File: config.mk
export PLATFORM = sky130hd
export DESIGN_NAME = psvb_pitch_step
export DESIGN_NICKNAME = d
export VERILOG_FILES = /design/src/design/psvb_pkg.sv /design/src/design/psvb_pitch_step.sv
export SDC_FILE = /design/constraint.sdc
export NUM_CORES = 1
export LEC_CHECK = 0
export ABC_AREA = 0
export BUFFER_PORTS_ARGS = -buffer_cell sky130_fd_sc_hd__buf_2
export CORE_ASPECT_RATIO = 0.5
export CORE_UTILIZATION = 36
export DETAILED_ROUTE_END_ITERATION = 10
export MAX_ROUTING_LAYER = met4
export SLEW_MARGIN = 20
export SYNTH_ARGS = -nofsm -noshare
export SYNTH_HDL_FRONTEND = slang
export SYNTH_SLANG_ARGS = --single-unit
File: constraint.sdc
create_clock -name clk -period 9.09 [get_ports clk]
set_input_delay 1.818 -clock clk [delete_from_list [all_inputs] [get_ports clk]]
set_output_delay 1.818 -clock clk [all_outputs]
set_load 0.005 [all_outputs]
File: src/design/psvb_pkg.sv
// shared types, constants and table functions for the sine voice bank
package psvb_pkg;

  // voice bank shape
  localparam int VOICE_COUNT      = 128;
  localparam int PHASE_BITS       = 24;
  localparam int TIMER_BITS       = 24;
  localparam int SINE_TABLE_DEPTH = 256;
  localparam int VIDX_BITS        = $clog2(VOICE_COUNT);

  // port field widths
  localparam int CMD_BITS    = 2;
  localparam int NOTE_BITS   = 8;
  localparam int DUR_BITS    = 24;
  localparam int SAMPLE_BITS = 16;
  localparam int RATE_BITS   = 20;
  localparam logic [RATE_BITS-1:0] RATE_RESET = 20'd89478;

  // sine table
  localparam int AMPLITUDE  = 3000;
  localparam int AMP_BITS   = $clog2(AMPLITUDE + 1);
  localparam int SINE_BITS  = AMP_BITS + 1;
  localparam int SADDR_BITS = $clog2(SINE_TABLE_DEPTH);
  localparam int POS_BITS   = SADDR_BITS + 2;
  localparam logic [63:0] Q30_ONE     = 64'd1073741824;
  localparam logic [63:0] HALF_PI_Q30 = 64'd1686629713;

  // pitch: Q24 base frequency, rate is 2^32 over sample rate
  localparam int SEMITONES   = 12;
  localparam int SEMI_BITS   = $clog2(SEMITONES);
  localparam int OCT_MAX     = (VOICE_COUNT - 1) / SEMITONES;
  localparam int OCT_BITS    = $clog2(OCT_MAX + 1);
  localparam int BASE_BITS   = 28;
  localparam int FREQ_FRAC   = 24;
  localparam int RATE_FRAC   = 32;
  localparam int PROD_BITS   = BASE_BITS + RATE_BITS;
  localparam int STEP_SHIFT  = FREQ_FRAC + RATE_FRAC - PHASE_BITS;
  localparam int SHIFT_BITS  = PROD_BITS + OCT_MAX;
  localparam int STEP_BITS   = SHIFT_BITS - STEP_SHIFT;

  // mix accumulator wide enough for every voice at full amplitude
  localparam int SUM_BITS = $clog2(VOICE_COUNT * AMPLITUDE + (1 << (SAMPLE_BITS - 1))) + 1;

  typedef enum logic [CMD_BITS-1:0] {
    CMD_RENDER   = 2'd0,
    CMD_ON_HELD  = 2'd1,
    CMD_ON_TIMED = 2'd2,
    CMD_OFF      = 2'd3
  } cmd_t;

  typedef enum logic [1:0] {
    MODE_IDLE      = 2'd0,
    MODE_HELD      = 2'd1,
    MODE_TIMED     = 2'd2,
    MODE_RELEASING = 2'd3
  } mode_t;

  typedef struct packed {
    mode_t                  mode;
    logic [PHASE_BITS-1:0]  phase;
    logic [TIMER_BITS-1:0]  timer;
  } voice_t;

  typedef struct packed {
    logic                  en;
    logic [VIDX_BITS-1:0]  addr;
    voice_t                data;
  } voice_wr_t;

  // base frequencies of the lowest octave, Q24
  function automatic logic [BASE_BITS-1:0] octave_base(input logic [SEMI_BITS-1:0] semi);
    logic [BASE_BITS-1:0] b;
    unique case (semi)
      4'd0:    b = 28'd137167144;
      4'd1:    b = 28'd145323527;
      4'd2:    b = 28'd153964914;
      4'd3:    b = 28'd163120144;
      4'd4:    b = 28'd172819773;
      4'd5:    b = 28'd183096171;
      4'd6:    b = 28'd193983636;
      4'd7:    b = 28'd205518503;
      4'd8:    b = 28'd217739269;
      4'd9:    b = 28'd230686720;
      4'd10:   b = 28'd244404066;
      4'd11:   b = 28'd258937088;
      default: b = '0;
    endcase
    return b;
  endfunction

  // quarter-wave entry k, Taylor sine in Q30, evaluated at elaboration
  function automatic logic [AMP_BITS-1:0] qsine_val(input int unsigned k);
    logic [63:0] x;
    logic [63:0] x2;
    logic [63:0] t;
    logic [63:0] s;
    logic [63:0] r;
    x  = (HALF_PI_Q30 * 64'(k)) / SINE_TABLE_DEPTH;
    x2 = (x * x) >> 30;
    t  = Q30_ONE - x2 / 64'd110;
    t  = Q30_ONE - ((x2 * t) >> 30) / 64'd72;
    t  = Q30_ONE - ((x2 * t) >> 30) / 64'd42;
    t  = Q30_ONE - ((x2 * t) >> 30) / 64'd20;
    t  = Q30_ONE - ((x2 * t) >> 30) / 64'd6;
    s  = (x * t) >> 30;
    r  = (64'(AMPLITUDE) * s + (Q30_ONE >> 1)) >> 30;
    return r[AMP_BITS-1:0];
  endfunction

endpackage

File: src/design/psvb_pitch_step.sv
// per-note phase step: base times rate, registered, then octave shift
module psvb_pitch_step
  import psvb_pkg::*;
(
  input  logic                 clk,
  input  logic [SEMI_BITS-1:0] semi,
  input  logic [OCT_BITS-1:0]  oct,
  input  logic [RATE_BITS-1:0] rate_scale,
  output logic [STEP_BITS-1:0] step
);

  logic [PROD_BITS-1:0]  prod_r;
  logic [OCT_BITS-1:0]   oct_r;
  logic [SHIFT_BITS-1:0] shifted;

  // multiply stage
  always_ff @(posedge clk) begin
    prod_r <= PROD_BITS'(octave_base(semi)) * PROD_BITS'(rate_scale);
    oct_r  <= oct;
  end

  // octave shift and drop of the fraction
  assign shifted = SHIFT_BITS'(prod_r) << oct_r;
  assign step    = shifted[SHIFT_BITS-1 -: STEP_BITS];

endmodule

; ---- After elaboration in Yosys (flattened, before gate mapping)
; Memories as Yosys holds them, arrays and structs flattened.
; Cells that the tools add are included.
; Widths: inputs -> output; s select.
[classes]
shift = 1
multipliers = 1
[op_table]
columns = operator, count
row1 = $shl 48x4->58, 1
row2 = $mul 28x20->48, 1
[word_totals]
regBits = 52
mem_count = 1
word_cells = 5
inputBits = 29
output_inout_bits = 26
mem_bits_ro = 448
[mem_list]
columns = memory, depth, word_bits, read_ports, rd_clocked_by_memory_dff, wr, line_no
row1 = (name not given), 16, 28, 1, 0, 0, psvb_pkg.sv:73  ; unique case (semi)

; ---- Depth between registers and ports, before layout
; Gate-level depths: netlist of run 1.
; An unclocked memory read counts as a cell.
[depth]
ltp_word = 2
ltp_mapped = 32
mapped_depth_nobuf = 30

; ---- Worst setup path after synthesis of run 1
; No wires, ideal clock.
[synth_timing]
kind = input to register
startpoint = input semi[0]
endpoint = register prod_r[41]
n_path_buf = 1
setup_slack_ns = 0.003
stages = 27
t_arrival_ns = 9.015
cell_sequence = inv_1 -> ha_1 -> nor2b_1 -> nor3_1 -> a21oi_1 -> clkbuf_1 -> and2_1 -> fa_1 -> inv_1 -> fa_1 -> fa_1 -> inv_1 -> fa_1 -> fa_1 -> fa_1 -> inv_1 -> fa_1 -> inv_1 -> ha_1 -> nand4_1 -> or3_1 -> o211ai_1 -> a21oi_2 -> o211ai_2 -> a41oi_2 -> o31ai_1 -> xor2_1
[synth_between]
elab_chain_cells = 2
[synth_lines]
columns = element, line_no
row1 = from (decl), psvb_pitch_step.sv:6  ; input logic [SEMI_BITS-1:0] semi,
row2 = $mem_v2 16x28, -
row3 = $mul 28x20->48, psvb_pitch_step.sv:18  ; prod_r <= PROD_BITS'(octave_base(semi)) * PROD_BITS'(rate_scale);
row4 = to (signal assigned), psvb_pitch_step.sv:18
row5 = to (decl), psvb_pitch_step.sv:12  ; logic [PROD_BITS-1:0] prod_r;
; No other way between the ends.

; ---- Final worst setup path of run 1
[layout_timing]
startpoint = input semi[1]
endpoint = register prod_r[41]
; The elaborated chain is that of the path after synthesis.

==> impl_metrics.tcl, run 1 <==
set metrics [dict create \
    relSlewSlack_pct 38.4 \
    synth-warning-count 0 \
    dieArea_sq_um 57600 \
    drive_gt1_share_pct 11.5 \
    overflow 0 \
    critPathMaxFanout 8 \
    area_delta_synth_final_pct 11.2 \
    synth_fp_nets 3003 \
    crit_top_cell "fa_1" \
    fmax_ghz 0.113 \
    grt_max_degree 40 \
    io_pins 55 \
    fin_crit_sh_pct 97.1 \
    ctsHtreeMaxLevel 2 \
    async_flop_share_pct 0 \
    vias 15800 \
    hold_viol_final 0 \
    ant_nets 0 \
    antenna_found_initial 2 \
    path_class "input port to register" \
    portBuffers 54 \
    first_iter_violations 979 \
    hold_path_depth 1 \
    cts-root-buf "clkbuf_16" \
    holdWs_ns 1.64 \
    crit_path_end_kind "register" \
    postRouteWirelength_microns 56800 \
    synth_edf_count 0 \
    worst_slew_pin_slew_ns 0.924 \
    layout.nets 3083 \
    core_area_sq_um 55700 \
    ys_ff_latch 35 \
    hpwl_microns 48000 \
    die_h_microns 170 \
    required_ns 9.28 \
    grt_pass1_wl_microns 91700 \
    clockBufferDepth 2 \
    clock_sinks 35 \
    grt_pass1_vias 16500 \
    synth_area_per_cell_sq_um 8.68 \
    crit_path_start_kind "input port" \
    pre_cts_slack_ns -0.161 \
    postCtsHoldBufs 0 \
    hold_path_class "input port to register" \
    cp_top_family "adder cells" \
    synthesis.area_sq_um 20400 \
    grt_use_met1_pct 28.3 \
    synthDistinctLibCells 54 \
    crit_cells 28 \
    cts_tree "done" \
    synth_top_area_cell "fa_1" \
    slowest_delay_ns 0.56 \
    drc 0 \
    ys.flop_type "dfxtp_1" \
    final_max_slew_viol_count 0 \
    global_route.usage.met3_pct 2.16 \
    cts_buffers 5 \
    hp-start "oct[1]" \
    synth_area_leaders "fa_1, ha_1, inv_1, and2_1, nand2_1" \
    grt_use_met2_pct 34.5 \
    slowest_stage "fa_1" \
    die_w_microns 338 \
    period_needed_ns 8.83 \
    gp_congestion 0.904 \
    status "finished clean" \
    cp.arrival_ns 9.02 \
    seq_area_frac_synth_pct 3.44 \
    finalSetupViolCount 0 \
    grtUsageTotal_pct 20.9 \
    synth_top_area_share_pct 45.5 \
    crit_buf_inv 7 \
    final_cell_mix "inv_1, fa_1, nand2_1, and2_1, ha_1" \
    syn-instance-count 2347 \
    viasPerCell 4.96 \
    maxCapViolCount 0 \
    setup_ws_ns 0.261 \
    final_common_cell "inv_1" \
    rows 61 \
    wl_per_cell_microns 17.8 \
    start_util_pct 36.5 \
    cts.clk_slew.worst_paths_ns 0.06 \
    dr.pass1.iters 5 \
    hold_path_end "oct_r[1]" \
    grt.busiest_layer "met2" \
]
repair_timing:
item / 4_1_cts / 5_1_grt
hold endpoints to repair: 0 / 0
buffers inserted: 0 / 8
resized for setup: 0 / 27
setup endpoints to repair: 0 / 11
metal layers:
layer  routed length (microns)  vias to the layer above
met5                         0                        -
met4                       996                        0
met3                      3250                       51
met2                     26900                      412
met1                     25600                     8146
li1                          -                     7182
cell type report:
| class | instances | area [sq um] |
|---|---|---|
| Antenna cell | 1 | 2.50 |
| Clock buffer | 5 | 125 |
| Clock inverter | 2 | 37.5 |
| Fill cell | 5676 | 33100 |
| Inverter | 521 | 1960 |
| Multi-Input combinational cell | 1654 | 17300 |
| Sequential cell | 35 | 702 |
| Tap cell | 756 | 946 |
| Timing Repair Buffer | 210 | 1570 |
cells in the mapped netlist, drive strengths merged, types with 20 or more instances:
library cell,number
a21oi,70
and2,208
buf,20
clkbuf,117
dfxtp,35
fa,463
ha,164
inv,521
mux2i,45
nand2,345
nand3,57
nor2,60
o21ai,47
xnor2,23
cell families (layout without fill, tap and decap cells):
| logic type | Yosys count | after routing | synth area share [%] |
|---|---|---|---|
| flip-flops | 35 | 35 | 3.44 |
| AO/OA/AOI/OAI | 188 | 188 | 5.76 |
| other | 0 | 1 | 0 |
| adder cells (fa/ha/maj) | 627 | 627 | 55.6 |
| XOR/XNOR | 34 | 34 | 1.46 |
| multiplexers | 68 | 68 | 4.20 |
| AND/OR/NAND/NOR | 737 | 737 | 17.4 |
| buffers and inverters | 658 | 738 | 12.2 |
stage by stage:
stage | utilization (%) | setup TNS [ns] | instance area, sq um | std cells
floorplan | - | 0 | 20400 | 2347
global placement | 40.0 | -0.0453 | 22300 | 3168
detailed placement | 40.0 | -0.579 | 22300 | 3168
CTS | 40.3 | 0 | 22500 | 3175
global route | 40.6 | -0.177 | 22600 | 3183
finish | 40.6 | 0 | 22600 | 3184
worst max-delay path by stage:
stage,start,slack (ns),to
2_1_floorplan,semi[0],0.003,prod_r[41]
3_3_place_gp,semi[1],-0.02,prod_r[41]
3_5_place_dp,semi[1],-0.16,prod_r[40]
4_1_cts,semi[1],0.10,prod_r[40]
5_1_grt,semi[1],-0.06,prod_r[40]
6_report,semi[1],0.26,prod_r[41]
state kept, by name (all words and copies together) (netlist names):
signal  flops
oct_r       4
prod_r     31
Power of run 1 is left out: the tool's default activity adds up to more than one toggle a clock period on the data nets, which glitch-free logic cannot reach.
==> run 2, diff against run 1 <==
Settings changed: CORE_UTILIZATION 36 to 60, PLACE_DENSITY set to 0.8.
==> impl_metrics.tcl, run 2 (same netlist as run 1, synthesis figures left out) <==
set metrics [dict create \
    status "finished clean" \
    postRouteWirelength_microns 58000 \
    grt_pass1_wl_microns 91200 \
    period_needed_ns 8.87 \
    cts-root-buf "clkbuf_16" \
    worst_slew_pin_slew_ns 0.939 \
    first_iter_violations 1850 \
    io_pins 55 \
    hpwl_microns 48300 \
    start_util_pct 61.3 \
    place_area_sq_um 21800 \
    drc 0 \
    fmax_ghz 0.113 \
    drive_gt1_share_pct 10.9 \
    grt_pass1_vias 16400 \
    dp.cells 2847 \
    finalSetupViolCount 0 \
    largest_register "prod_r" \
    setup_ws_ns 0.224 \
    crit_top_cell "fa_1" \
    ant_nets 0 \
    overflow 0 \
    layout.nets 3069 \
    required_ns 9.27 \
    core_area_sq_um 33200 \
    cts.clk_slew.worst_paths_ns 0.05 \
    cts_resized 0 \
    ctsHtreeMaxLevel 2 \
    fin_crit_sh_pct 97.5 \
    final_cell_mix "inv_1, fa_1, nand2_1, and2_1, ha_1" \
    die_h_microns 132 \
    fin_cells 2859 \
    crit_buf_inv 10 \
    slowest_delay_ns 0.52 \
    die_w_microns 263 \
    final_max_slew_viol_count 0 \
    crit_path_end_kind "register" \
    portBuffers 54 \
    dieArea_sq_um 34700 \
    cp.arrival_ns 9.05 \
    viasPerCell 5.70 \
    wl_per_cell_microns 20.3 \
    clock_sinks 35 \
    clockBufferDepth 2 \
    cp_top_family "adder cells" \
    maxCapViolCount 0 \
    pre_cts_slack_ns -0.122 \
    largest_register_ff_count 31 \
    path_class "input port to register" \
    cts_buffers 5 \
    hold_path_depth 1 \
    area_delta_synth_final_pct 8.53 \
    critPathMaxFanout 6 \
    top_regs "prod_r: 31 flops, oct_r: 4 flops" \
    rows 47 \
    grtUsageTotal_pct 35.1 \
    slowest_stage "fa_1" \
    vias 16300 \
    postCtsHoldBufs 0 \
    gp_congestion 1.04 \
    dr.pass1.iters 6 \
    design_area_sq_um 22100 \
    grt_max_degree 40 \
    crit_cells 31 \
    antenna_found_initial 3 \
    post-cts-setup-buffers 0 \
    relSlewSlack_pct 37.4 \
    hold_viol_final 0 \
    final_common_cell "inv_1" \
    cts_tree "done" \
    crit_path_start_kind "input port" \
    hold_path_class "input port to register" \
]
-- run 2: cell types whose count changed in the layout (fill, tap and decap cells not counted), sizes merged --
cell	change
clkinv	+1
diode	+3
clkbuf	+1
buf	-14
clkinvlp	-1
-- run 2: final cells by class --
type | instances | area, sq um
Inverter | 521 | 1960
Clock buffer | 6 | 139
Clock inverter | 2 | 35.0
Tap cell | 441 | 552
Fill cell | 2661 | 11100
Sequential cell | 35 | 702
Antenna cell | 4 | 10.0
Multi-Input combinational cell | 1654 | 17300
Timing Repair Buffer | 196 | 1430
-- run 2: layer usage --
metal	vias to the layer above	GRT usage [%]	share of wire (%)
li1	7160	-	-
met1	8091	51.5	43
met2	950	48.1	41
met3	85	11.1	14
met4	0	5.75	1.9
met5	-	-	0
-- run 2: path summary, 6_finish.rpt --
| path | startpoint | endpoint | slack, ns |
|---|---|---|---|
| max | semi[0] | prod_r[40] | 0.22 |
| min | oct[3] | oct_r[3] | 1.64 |
-- run 2: through the flow --
stage | hold WS [ns] | setup TNS (ns) | utilization (%)
floorplan | 1.85 | 0 | -
global placement | 1.92 | -0.0454 | 65.7
detailed placement | 1.92 | -0.308 | 65.7
CTS | 1.63 | 0 | 66.2
global route | 1.63 | -0.0455 | 66.5
finish | 1.64 | 0 | 66.5
Power of run 2 is left out for the same reason.
==> run 3, diff against run 2 <==
Settings changed: CORE_ASPECT_RATIO 0.5 to 0.7, CORE_UTILIZATION 60 to 45, PLACE_DENSITY 0.8 to unset.
==> impl_metrics.tcl, run 3 (same netlist as run 1, synthesis figures left out) <==
set metrics [dict create \
    slowest_stage "fa_1" \
    largest_register "prod_r" \
    top_regs "prod_r: 31 flops, oct_r: 4 flops" \
    crit_path_start_kind "input port" \
    path_class "input port to register" \
    worst_slew_pin_slew_ns 0.929 \
    overflow 0 \
    crit_path_end_kind "register" \
    period_needed_ns 8.73 \
    grtUsageTotal_pct 26.4 \
    design_area_sq_um 22400 \
    dp.cells 3012 \
    start_util_pct 46.2 \
    cts_tree "done" \
    die_h_microns 180 \
    hold_viol_final 0 \
    fin_crit_sh_pct 96.1 \
    postRouteWirelength_microns 57100 \
    setup_ws_ns 0.356 \
    gp_congestion 0.953 \
    hold_path_class "input port to register" \
    ant_nets 0 \
    grt_pass1_vias 16600 \
    critPathMaxFanout 10 \
    io_pins 55 \
    dr.pass1.iters 5 \
    hpwl_microns 48600 \
    cts-root-buf "clkbuf_16" \
    final_common_cell "inv_1" \
    postCtsHoldBufs 0 \
    grt_max_degree 40 \
    dieArea_sq_um 46100 \
    relSlewSlack_pct 38.1 \
    slowest_delay_ns 0.56 \
    crit_top_cell "fa_1" \
    wl_per_cell_microns 18.9 \
    ctsHtreeMaxLevel 2 \
    timing.setup.tns_ns 0 \
    final_cell_mix "inv_1, fa_1, nand2_1, and2_1, ha_1" \
    antenna_found_initial 1 \
    cp.arrival_ns 8.95 \
    finalSetupViolCount 0 \
    die_w_microns 256 \
    grt_setup_unrepaired "yes" \
    clock_sinks 35 \
    cts_buffers 5 \
    cts.clk_slew.worst_paths_ns 0.06 \
    required_ns 9.30 \
    largest_register_ff_count 31 \
    maxCapViolCount 0 \
    vias 15700 \
    area_delta_synth_final_pct 9.88 \
    viasPerCell 5.19 \
    pre_cts_slack_ns -0.120 \
    grt_pass1_wl_microns 92500 \
    core_area_sq_um 44100 \
    place_area_sq_um 22100 \
    first_iter_violations 1206 \
    drive_gt1_share_pct 11.5 \
    layout.nets 3084 \
    clockBufferDepth 2 \
    final_max_slew_viol_count 0 \
    fin_cells 3025 \
    drc 0 \
    status "finished clean" \
    rows 64 \
    fmax_ghz 0.114 \
    portBuffers 54 \
]
==> run 3: final cells by class <==
class / instances / area [sq um]
Antenna cell: 2 / 5.00
Clock buffer: 5 / 125
Clock inverter: 3 / 23.8
Fill cell: 4169 / 21700
Inverter: 521 / 1960
Multi-Input combinational cell: 1654 / 17300
Sequential cell: 35 / 703
Tap cell: 594 / 743
Timing Repair Buffer: 211 / 1520
==> run 3: timing repair <==
action | in CTS | in global routing
setup buffers | 0 | 3
resized for setup | 0 | 24
endpoints found under the setup margin | 0 | 10
==> run 3: path summary, 6_finish.rpt <==
kind	startpoint	end	slack (ns)	cells past startpoint
setup / recovery	semi[1]	prod_r[46]	0.36	30
hold / removal	oct[1]	oct_r[1]	1.63	1
==> run 3: critical path: cells and delay by family <==
family | cells | cell delay (ns)
buffers and inverters | 9 | 1.03
xor gates and xnor gates | 1 | 0.17
AOI/OAI and AO/OA | 7 | 1.19
and+or+nand+nor | 4 | 0.78
adders and majority gates | 9 | 3.95
==> run 3: through the flow <==
stage          util (%)  hold WS, ns
5_1_grt            50.7         1.63
3_5_place_dp       50.1         1.92
2_1_floorplan         -         1.85
4_1_cts            50.4         1.63
3_3_place_gp       50.1         1.92
6_report           50.7         1.63
==> run 3: layer usage <==
metal | track usage, % | routed length [microns] | vias to the layer above
li1 | - | - | 7190
met1 | 39.5 | 27400 | 7854
met2 | 35.3 | 22200 | 617
met3 | 8.47 | 7050 | 37
met4 | 2.87 | 398 | 0
met5 | - | 0 | -
Power of run 3 is left out for the same reason.
