<file path="config.mk">
export PLATFORM = sky130hd
export DESIGN_NAME = psvb_sine_lookup
export DESIGN_NICKNAME = d
export VERILOG_FILES = /design/src/design/psvb_pkg.sv /design/src/design/psvb_sine_lookup.sv
export SDC_FILE = /design/constraint.sdc
export NUM_CORES = 1
export LEC_CHECK = 0
export BUFFER_PORTS_ARGS = -buffer_cell sky130_fd_sc_hd__buf_2
export CAP_MARGIN = 20
export CORE_MARGIN = 8
export CORE_UTILIZATION = 40
export DETAILED_ROUTE_END_ITERATION = 8
export GPL_ROUTABILITY_DRIVEN = 0
export RECOVER_POWER = 25
export SETUP_SLACK_MARGIN = 0.5
export SYNTH_ARGS = -nofsm -noshare
export SYNTH_HDL_FRONTEND = slang
export SYNTH_SLANG_ARGS = --single-unit
</file>
<file path="constraint.sdc">
create_clock -name vclk -period 9.7
set_input_delay 0.485 -clock vclk [all_inputs]
set_output_delay 0.485 -clock vclk [all_outputs]
set_load 0.05 [all_outputs]
</file>
<file path="src/design/psvb_pkg.sv">
// shared types, constants and table functions for the sine voice bank
package psvb_pkg;

  // voice bank shape
  localparam int VOICE_COUNT      = 128;
  localparam int PHASE_BITS       = 24;
  localparam int TIMER_BITS       = 24;
  localparam int SINE_TABLE_DEPTH = 256;
  localparam int VIDX_BITS        = $clog2(VOICE_COUNT);

  // port field widths
  localparam int CMD_BITS    = 2;
  localparam int NOTE_BITS   = 8;
  localparam int DUR_BITS    = 24;
  localparam int SAMPLE_BITS = 16;
  localparam int RATE_BITS   = 20;
  localparam logic [RATE_BITS-1:0] RATE_RESET = 20'd89478;

  // sine table
  localparam int AMPLITUDE  = 3000;
  localparam int AMP_BITS   = $clog2(AMPLITUDE + 1);
  localparam int SINE_BITS  = AMP_BITS + 1;
  localparam int SADDR_BITS = $clog2(SINE_TABLE_DEPTH);
  localparam int POS_BITS   = SADDR_BITS + 2;
  localparam logic [63:0] Q30_ONE     = 64'd1073741824;
  localparam logic [63:0] HALF_PI_Q30 = 64'd1686629713;

  // pitch: Q24 base frequency, rate is 2^32 over sample rate
  localparam int SEMITONES   = 12;
  localparam int SEMI_BITS   = $clog2(SEMITONES);
  localparam int OCT_MAX     = (VOICE_COUNT - 1) / SEMITONES;
  localparam int OCT_BITS    = $clog2(OCT_MAX + 1);
  localparam int BASE_BITS   = 28;
  localparam int FREQ_FRAC   = 24;
  localparam int RATE_FRAC   = 32;
  localparam int PROD_BITS   = BASE_BITS + RATE_BITS;
  localparam int STEP_SHIFT  = FREQ_FRAC + RATE_FRAC - PHASE_BITS;
  localparam int SHIFT_BITS  = PROD_BITS + OCT_MAX;
  localparam int STEP_BITS   = SHIFT_BITS - STEP_SHIFT;

  // mix accumulator wide enough for every voice at full amplitude
  localparam int SUM_BITS = $clog2(VOICE_COUNT * AMPLITUDE + (1 << (SAMPLE_BITS - 1))) + 1;

  typedef enum logic [CMD_BITS-1:0] {
    CMD_RENDER   = 2'd0,
    CMD_ON_HELD  = 2'd1,
    CMD_ON_TIMED = 2'd2,
    CMD_OFF      = 2'd3
  } cmd_t;

  typedef enum logic [1:0] {
    MODE_IDLE      = 2'd0,
    MODE_HELD      = 2'd1,
    MODE_TIMED     = 2'd2,
    MODE_RELEASING = 2'd3
  } mode_t;

  typedef struct packed {
    mode_t                  mode;
    logic [PHASE_BITS-1:0]  phase;
    logic [TIMER_BITS-1:0]  timer;
  } voice_t;

  typedef struct packed {
    logic                  en;
    logic [VIDX_BITS-1:0]  addr;
    voice_t                data;
  } voice_wr_t;

  // base frequencies of the lowest octave, Q24
  function automatic logic [BASE_BITS-1:0] octave_base(input logic [SEMI_BITS-1:0] semi);
    logic [BASE_BITS-1:0] b;
    unique case (semi)
      4'd0:    b = 28'd137167144;
      4'd1:    b = 28'd145323527;
      4'd2:    b = 28'd153964914;
      4'd3:    b = 28'd163120144;
      4'd4:    b = 28'd172819773;
      4'd5:    b = 28'd183096171;
      4'd6:    b = 28'd193983636;
      4'd7:    b = 28'd205518503;
      4'd8:    b = 28'd217739269;
      4'd9:    b = 28'd230686720;
      4'd10:   b = 28'd244404066;
      4'd11:   b = 28'd258937088;
      default: b = '0;
    endcase
    return b;
  endfunction

  // quarter-wave entry k, Taylor sine in Q30, evaluated at elaboration
  function automatic logic [AMP_BITS-1:0] qsine_val(input int unsigned k);
    logic [63:0] x;
    logic [63:0] x2;
    logic [63:0] t;
    logic [63:0] s;
    logic [63:0] r;
    x  = (HALF_PI_Q30 * 64'(k)) / SINE_TABLE_DEPTH;
    x2 = (x * x) >> 30;
    t  = Q30_ONE - x2 / 64'd110;
    t  = Q30_ONE - ((x2 * t) >> 30) / 64'd72;
    t  = Q30_ONE - ((x2 * t) >> 30) / 64'd42;
    t  = Q30_ONE - ((x2 * t) >> 30) / 64'd20;
    t  = Q30_ONE - ((x2 * t) >> 30) / 64'd6;
    s  = (x * t) >> 30;
    r  = (64'(AMPLITUDE) * s + (Q30_ONE >> 1)) >> 30;
    return r[AMP_BITS-1:0];
  endfunction

endpackage

</file>
<file path="src/design/psvb_sine_lookup.sv">
// quarter-wave sine lookup from phase, mirrored and negated per quadrant
module psvb_sine_lookup
  import psvb_pkg::*;
(
  input  logic [PHASE_BITS-1:0]       phase,
  output logic signed [SINE_BITS-1:0] sine
);

  localparam logic [AMP_BITS-1:0] PEAK = qsine_val(SINE_TABLE_DEPTH);

  logic [AMP_BITS-1:0]   rom [SINE_TABLE_DEPTH];
  logic [POS_BITS-1:0]   pos;
  logic [1:0]            quad;
  logic [SADDR_BITS-1:0] idx;
  logic [SADDR_BITS-1:0] addr;
  logic [AMP_BITS-1:0]   mag;
  logic [SINE_BITS-1:0]  mag_ext;

  // constant table
  for (genvar k = 0; k < SINE_TABLE_DEPTH; k++) begin : g_rom
    assign rom[k] = qsine_val(k);
  end

  // top phase bits pick quadrant and table index
  assign pos  = phase[PHASE_BITS-1 -: POS_BITS];
  assign quad = pos[POS_BITS-1 -: 2];
  assign idx  = pos[SADDR_BITS-1:0];
  assign addr = quad[0] ? (~idx + 1'b1) : idx;

  // mirrored quadrant at index zero lands on the peak entry
  always_comb begin
    if (quad[0] && (idx == '0)) begin
      mag = PEAK;
    end else begin
      mag = rom[addr];
    end
    mag_ext = {1'b0, mag};
    sine    = quad[1] ? -signed'(mag_ext) : signed'(mag_ext);
  end

endmodule

</file>
# After elaboration in Yosys (flattened, before gate mapping)
# Memories as Yosys holds them, arrays and structs flattened.
# Index checks and enable logic that the tools add are counted.
[word_totals]
register_bits = 0
rom_bits = 3072
in_bits = 24
out_inout_bits = 13
mem_count = 1
[op_classes]
n_addsub = 2
order_cmp = 1
muxes = 5
bitwise = 2
reduce_logical = 2
[memory_table]
columns = ["name", "words", "word_bits", "rd", "rd_clocked_by_memory_dff", "wr", "line", "rtl"]
rows = [
  ["(no name shown)", 256, 12, 1, 0, 0, "psvb_sine_lookup.sv:35", "mag = rom[addr];"],
]
[ops]
columns = ["cell", "count"]
rows = [
  ["$mux W12", 3],
  ["$mux W13", 1],
  ["$neg A12 Y13", 1],
  ["$ge A9 B9 Y1 const B", 1],
  ["$not A8 Y9", 1],
  ["$add A8 B1 Y8 const B", 1],
  ["$logic_not A8 Y1", 1],
  ["$mux W8", 1],
  ["$not A8 Y8", 1],
  ["$logic_and A1 B1 Y1", 1],
]

# Logic depth before layout (Yosys ltp)
# Gate-level depths: netlist (run 1).
[depth]
depth_word = 10
depth_mapped = 22
ltp_nobuf = 17

# Least setup slack after synthesis (run 1)
# Ideal clock, no wire load.
[synth_timing]
path_type = "input to output"
from = "in phase[14]"
to = "out sine[10]"
arrival_ps = 5247
required_ps = 9215
slack_ps = 3968
path_stages = 21
path_cell_list = "buf_2 -> buf_2 -> inv_1 -> ha_1 -> clkbuf_1 -> buf_1 -> nand2_1 -> o21ai_2 -> inv_1 -> ha_1 -> clkbuf_1 -> or2_2 -> mux2i_1 -> nor3b_1 -> a211oi_1 -> a21oi_1 -> a211oi_1 -> o221ai_2 -> nor3_4 -> a41oi_2 -> xnor2_1"
[synth_via]
elab_chain_cells = 10
elab_cells_between_ends = 12
cone_classes = "2 x add/sub; 5 x mux; 2 x bitwise; 2 x reduce/logical; 1 x memory"
[synth_rtl]
columns = ["item", "line", "rtl"]
rows = [
  ["from (decl)", "psvb_sine_lookup.sv:5", "input logic [PHASE_BITS-1:0] phase,"],
  ["$not A8 Y8", "psvb_sine_lookup.sv:28", "assign addr = quad[0] ? (~idx + 1'b1) : idx;"],
  ["$add A8 B1 Y8", "psvb_sine_lookup.sv:28", ""],
  ["$mux W8", "psvb_sine_lookup.sv:28", ""],
  ["$not A8 Y9 (not written as such)", "psvb_sine_lookup.sv:35", ""],
  ["$mem_v2 Z256 W12", "-", ""],
  ["$mux W12 (not written as such) (2 in series)", "psvb_sine_lookup.sv:35", ""],
  ["$mux W12 *", "psvb_sine_lookup.sv:32", "if (quad[0] && (idx == '0)) begin"],
  ["$neg A12 Y13", "psvb_sine_lookup.sv:38", "sine = quad[1] ? -signed'(mag_ext) : signed'(mag_ext);"],
  ["$mux W13 *", "psvb_sine_lookup.sv:38", ""],
  ["to (decl)", "psvb_sine_lookup.sv:6", "output logic signed [SINE_BITS-1:0] sine"],
]
# Every way passes the cells marked *; elsewhere a longest branch is shown, timed or not. The select of a mux whose other input is x is not followed.

# Final worst setup path (run 1)
[layout_timing]
from = "in phase[14]"
to = "out sine[12]"
[layout_via]
elab_chain_cells = 10
elab_cells_between_ends = 12
cone_classes = "2 x add/sub; 5 x mux; 2 x bitwise; 2 x reduce/logical; 1 x memory"
[layout_rtl]
columns = ["item", "line"]
rows = [
  ["$not A8 Y8", "psvb_sine_lookup.sv:28"],
  ["$add A8 B1 Y8", "psvb_sine_lookup.sv:28"],
  ["$mux W8", "psvb_sine_lookup.sv:28"],
  ["$not A8 Y9 (not written as such)", "psvb_sine_lookup.sv:35"],
  ["$mem_v2 Z256 W12", "-"],
  ["$mux W12 (not written as such) (2 in series)", "psvb_sine_lookup.sv:35"],
  ["$mux W12 *", "psvb_sine_lookup.sv:32"],
  ["$neg A12 Y13 *", "psvb_sine_lookup.sv:38"],
  ["$mux W13 *", "psvb_sine_lookup.sv:38"],
]
# Marked as above.

==> metrics.cfg, run 1 <==
[sta]
post_layout_minimum_cycle_time_ps = 6729
timing.final.ws_setup_ps = 2971
timing.setup.tns_ps = 0
slew_of_the_pin_with_the_lowest_slew_margin_ps = 1106
finalHoldViolCount = 0
hold_slack_ps = 1431
fmax_mhz = 148.6
worst_slew_margin_rel = 0.2616
grt_setup_unrepaired = false
slew_violations = 0
fin_crit_sh = 0.6937
timing.final.setup_violations = 0

[clock_tree]
holdBufCountCts = 0
cts.repair.resized = 0
cts.repair_timing.setup_buffer_count = 0

[floorplan]
core-area_um2 = 13030
floorplan.die.width_um = 130.7
dieArea_um2 = 17090
design.portCount = 37
rows = 42
initial_standard_cell_utilization_of_the_core = 0.4041
fp.dieH_um = 130.7

[synthesis]
compound_gate_portion_of_the_synthesized_area = 0.4970
post_synth_fa_ha_maj_area_fraction = 0.03564
synth.net_count = 848
synth-xor-area-share = 0.05417
synth_area_um2 = 5266
ys_types = 93
synth-seq-area-share = 0
synth_mux_area_frac = 0.03065
main_combinational_cell_family_by_area_after_synthesis = compound AO/OA/AOI/OAI gates
post_synth_and_or_nand_nor_area_fraction = 0.2663
synth.avg_cell_area_um2 = 6.510
ys_warn_count = 0
post_synth_inst_count = 809

[finish]
antenna_cells = 0
clock_buffers = 0
multi_input_comb_area_um2 = 4677
seq_area_um2 = 0
num-fill-cells = 1438
finish.instance_area_um2 = 5154
area.growth.synth_to_final_pct = -2.138
final_net_count = 788
layout-drive-gt1-share = 0.09639
flops_and_latches = 0

[pwr]
leakagePower_nw = 1.741
power-per-cell-area_nw_per_um2 = 95.68
vdd_drop_max_uv = 60.41
finalPower_uw = 493.1

[route]
post_drt_via_cell_ratio = 7.163
detailed_route_wl_mm = 21.59
route.detailed.wl_per_inst_um = 23.39
drt_drc_violations_left = 0
route.antenna.remaining_nets = 0
drt_iter0_drc = 1448
total_number_of_vias = 6611
detailedRoute.firstPassIterationCount = 5

[global_route]
global_route.overflow_total = 0
antenna_found_initial = 0
globalRouteTotalUtil = 0.2465
grt_start_max_net_pins = 91
wire_length_of_the_first_global_routing_pass_mm = 33.88
first_global_vias = 5868

[setup_path]
crit_buf_inv = 8
cp_top_family = buffers and inverters
critical_path.endpoint_type = output port
worst_path_max_delay_cell = inv_1
cp.arrival_ps = 6240
crit_top_cell = buf_4
start_kind = input port
critical-path-max-stage-delay_ps = 850
worstPathRequired_ps = 9220
setup.worst_path.class = input port to output port
crit_chain = buf_2 -> buf_4 -> inv_1 -> ha_2 -> buf_4 -> and2b_1 -> buf_4 -> xnor2_4 -> buf_4 -> inv_1 -> ha_1 -> nand2b_1 -> a31oi_1 -> a211oi_1 -> nor4_1 -> or3_1 -> a32o_1 -> ha_1 -> nand2_1 -> o31a_1 -> clkbuf_1
worstPathMaxFanout = 67

[run]
max_cap_violations = 0

[hold_path]
holdCritPathClass = input port to output port

[placed_design]
portBuffers = 23
placement.setup.worst_slack_ps = 3394
post_dp_cell_area_um2 = 5155
post-dp-hpwl_mm = 14.41

[run_status]
status = finished, final reports clean

==> logic make-up after synthesis <==
logic type      count (synthesis)
buf+inv                       112
fa+ha+maj                      15
xor+xnor                       25
compound gates                373
simple gates                  270
mux                            14
==> area by class of cell <==
cell class / count / share of cell area
multi-input combinational: 697 / 0.9075
inverter: 16 / 0.01165
tap: 176 / 0.04273
timing repair buffer: 34 / 0.03812
==> cells in the mapped netlist (all sizes together) (5+ instances only) <==
cell	n	area (µm²)
a221oi	9	78.83
xor2	6	52.55
nor3b	6	56.31
o2111ai	6	52.55
mux2i	9	90.09
a22oi	7	52.55
o31ai	9	67.56
o21ai	75	401.6
nor2	54	207.7
a211oi	26	195.2
nor4	5	46.29
nand2b	18	112.6
o211ai	25	192.7
o211a	6	67.57
a31oi	20	125.1
nor3	27	157.7
nor2b	12	75.07
a21oi	80	411.7
ha	15	187.7
a2111oi	7	81.33
o31a	6	61.31
xnor2	18	210.2
a32o	6	60.06
clkbuf	23	86.33
a211o	6	52.55
buf	73	465.5
o22ai	17	106.4
nand2	83	314.1
and2	12	77.58
a21o	8	60.06
inv	15	56.30
o221ai	12	111.4
nand3	28	140.1
a311oi	5	43.79
==> through the flow <==
step | cells | utilization
detailed placement | 923 | 0.3955
floorplan | 809 | -
global route | 923 | 0.3954
finish | 923 | 0.3954
global placement | 923 | 0.3955
CTS | 923 | 0.3955
==> cell usage in the layout (no fill, tap or decap), types with 7 or more instances in the layout <==
master    instances
buf_2            22
ha_1             14
buf_4            11
a211oi_1         26
nand2_1          82
o221ai_1         11
a22oi_1           7
o31ai_1           9
nand2b_1         18
xnor2_1          14
a31oi_1          20
o21ai_1           8
o211ai_1         24
inv_1            13
nor2b_1          12
nor3_1           25
o21ai_0          64
a21oi_1          79
a221oi_1          9
nand3_1          28
o22ai_1          17
mux2i_1           9
a21o_1            8
and2_1           11
nor2_1           52
==> metal layers <==
metal | vias up | track usage | wire, µm
met3 | 69 | 0.03490 | 2537
met4 | 0 | 0.1080 | 957
met1 | 3042 | 0.3415 | 8784
met5 | - | 0 | 0
li1 | 2998 | - | -
met2 | 502 | 0.3704 | 9309
==> worst paths after layout <==
check                 startpoint        to  slack (ps)  depth (start not counted)
worst max-delay path   phase[14]  sine[12]        2970                         21
worst min-delay path   phase[23]   sine[2]        1430                          4
==> report_power, final <==
part / switching, mW / leakage (nW) / internal, mW
Clock: 0 / 0 / 0
Sequential: 0 / 0 / 0
Combinational: 0.342 / 1.74 / 0.151
Total: 0.342 / 1.74 / 0.151
Power figures use the tool's default switching activity.
==> inputs of run 2 (changes only) <==
==> constraint.sdc (replaced) <==
create_clock -name vclk -period 7
set_input_delay 0.35 -clock vclk [all_inputs]
set_output_delay 0.35 -clock vclk [all_outputs]
set_load 0.05 [all_outputs]
==> metrics.cfg, run 2 (synthesized netlist as in run 1, its figures left out) <==
[pwr]
leakagePower_nw = 1.772  ; was 1.741 nW
vdd_drop_max_uv = 85.86  ; was 60.41 µV
power-per-cell-area_nw_per_um2 = 132.9  ; was 95.68 nW/µm²
finalPower_uw = 691.2  ; was 493.1 µW

[route]
route.antenna.remaining_nets = 0  ; unchanged
drt_drc_violations_left = 0  ; unchanged
drt_iter0_drc = 1528  ; was 1,448
route.detailed.wl_per_inst_um = 23.49  ; was 23.39 µm
post_drt_via_cell_ratio = 7.390  ; was 7.163
met3_layer_wire_length_in_the_routed_design_mm = 2.836  ; was 2.537 mm
detailroute.wirelength.met2_mm = 9.118  ; was 9.309 mm
maxUsedRoutingLayer = met4  ; unchanged
detailed_route_wl_mm = 21.82  ; was 21.59 mm
detailedRoute.firstPassIterationCount = 8  ; was 5
total_number_of_vias = 6865  ; was 6,611
wl_met1_mm = 8.459  ; was 8.784 mm

[placed_design]
portBuffers = 23  ; unchanged
post-dp-hpwl_mm = 15.28  ; was 14.41 mm
placement.setup.worst_slack_ps = 1705  ; was 3394 ps
post_dp_cell_area_um2 = 5200  ; was 5155 µm²

[finish]
final_net_count = 794  ; was 788
seq_area_um2 = 0  ; unchanged
finish.instance_area_um2 = 5200  ; was 5154 µm²
mostFrequentLayoutCell = nand2_1  ; unchanged
layout-drive-gt1-share = 0.1062  ; was 0.09639
final_core_util = 0.3990  ; was 0.3954
area.growth.synth_to_final_pct = -1.259  ; was -2.138%
antenna_cells = 0  ; unchanged
num-fill-cells = 1431  ; was 1,438
final_cell_mix = nand2_1, a21oi_1, o21ai_0  ; unchanged
multi_input_comb_area_um2 = 4677  ; unchanged
clock_buffers = 0  ; unchanged
flops_and_latches = 0  ; unchanged

[floorplan]
rows = 42  ; unchanged
dieArea_um2 = 17090  ; unchanged
fp.dieH_um = 130.7  ; unchanged
initial_standard_cell_utilization_of_the_core = 0.4041  ; unchanged
core-area_um2 = 13030  ; unchanged
design.portCount = 37  ; unchanged
floorplan.die.width_um = 130.7  ; unchanged

[global_route]
grt_start_max_net_pins = 58  ; was 91
antenna_found_initial = 0  ; unchanged
wire_length_of_the_first_global_routing_pass_mm = 34.08  ; was 33.88 mm
global_route.overflow_total = 0  ; unchanged
first_global_vias = 5978  ; was 5,868
globalRouteTotalUtil = 0.2490  ; was 0.2465

[setup_path]
worstPathMaxFanout = 19  ; was 67
worstPathRequired_ps = 6650  ; was 9220 ps
cp.arrival_ps = 5140  ; was 6240 ps
setup.worst_path.class = input port to output port  ; unchanged
start_kind = input port  ; unchanged
critical_path.endpoint_type = output port  ; unchanged

[sta]
timing.setup.tns_ps = 0  ; unchanged
slew_violations = 0  ; unchanged
grt_setup_unrepaired = false  ; unchanged
post_layout_minimum_cycle_time_ps = 5492
slew_of_the_pin_with_the_lowest_slew_margin_ps = 1010  ; was 1106 ps
fmax_mhz = 182.1
fin_crit_sh = 0.7845
worst_slew_margin_rel = 0.3269  ; was 0.2616
finalHoldViolCount = 0  ; unchanged
timing.final.ws_setup_ps = 1508  ; was 2971 ps
timing.final.setup_violations = 0  ; unchanged

[clock_tree]
cts.repair.resized = 0  ; unchanged
holdBufCountCts = 0  ; unchanged
cts.repair_timing.setup_buffer_count = 0  ; unchanged

[hold_path]
holdCritPathClass = input port to output port  ; unchanged

[run_status]
status = finished, final reports clean  ; unchanged

[run]
max_cap_violations = 0  ; unchanged

[run 2: cell types whose count changed in the layout (fill, tap and decap cells not counted), sizes merged]
cell | before | now
buf | 33 | 40
clkbuf | 1 | 0
[run 2: through the flow]
stage | hold slack (ps) | instances
floorplan | 947.9 | 809
global placement | 1121 | 929
detailed placement | 1125 | 929
CTS | 1125 | 929
global route | 1134 | 929
finish | 1125 | 929
[run 2: path summary, 6_finish.rpt]
path / cells past startpoint / endpoint / start / slack [ps]
setup / recovery: 18 / sine[8] / phase[14] / 1510
hold / removal: 3 / sine[12] / phase[23] / 1120
[run 2: where the power goes]
group | internal, mW | switching (mW) | total, mW
Clock | 0 | 0 | 0
Combinational | 0.213 | 0.478 | 0.691
Sequential | 0 | 0 | 0
Total | 0.213 | 0.478 | 0.691
[run 2: worst max-delay path: stages]
cell      delay (ps)
buf_2            100
inv_1            210
ha_2             450
nand2_1          180
o21ai_2          220
buf_4            290
ha_1             650
nand2b_1         200
a21boi_0         110
nor4_1           470
a211oi_1         110
a31oi_1          440
o31ai_1          170
nor4b_4          420
nor3_4           120
a41o_1           240
xor2_1           120
buf_2            280
[run 2: area by class of cell]
class | count | share of cell area
Timing Repair Buffer | 40 | 0.04668
Tap cell | 176 | 0.04235
Multi-Input combinational cell | 697 | 0.8994
Inverter | 16 | 0.01155
[run 2: layer usage]
| layer | up-vias | GRT usage |
|---|---|---|
| met5 | - | 0 |
| met4 | 0 | 0.1371 |
| met3 | 126 | 0.03531 |
| met2 | 600 | 0.3710 |
| met1 | 3134 | 0.3376 |
| li1 | 3005 | - |
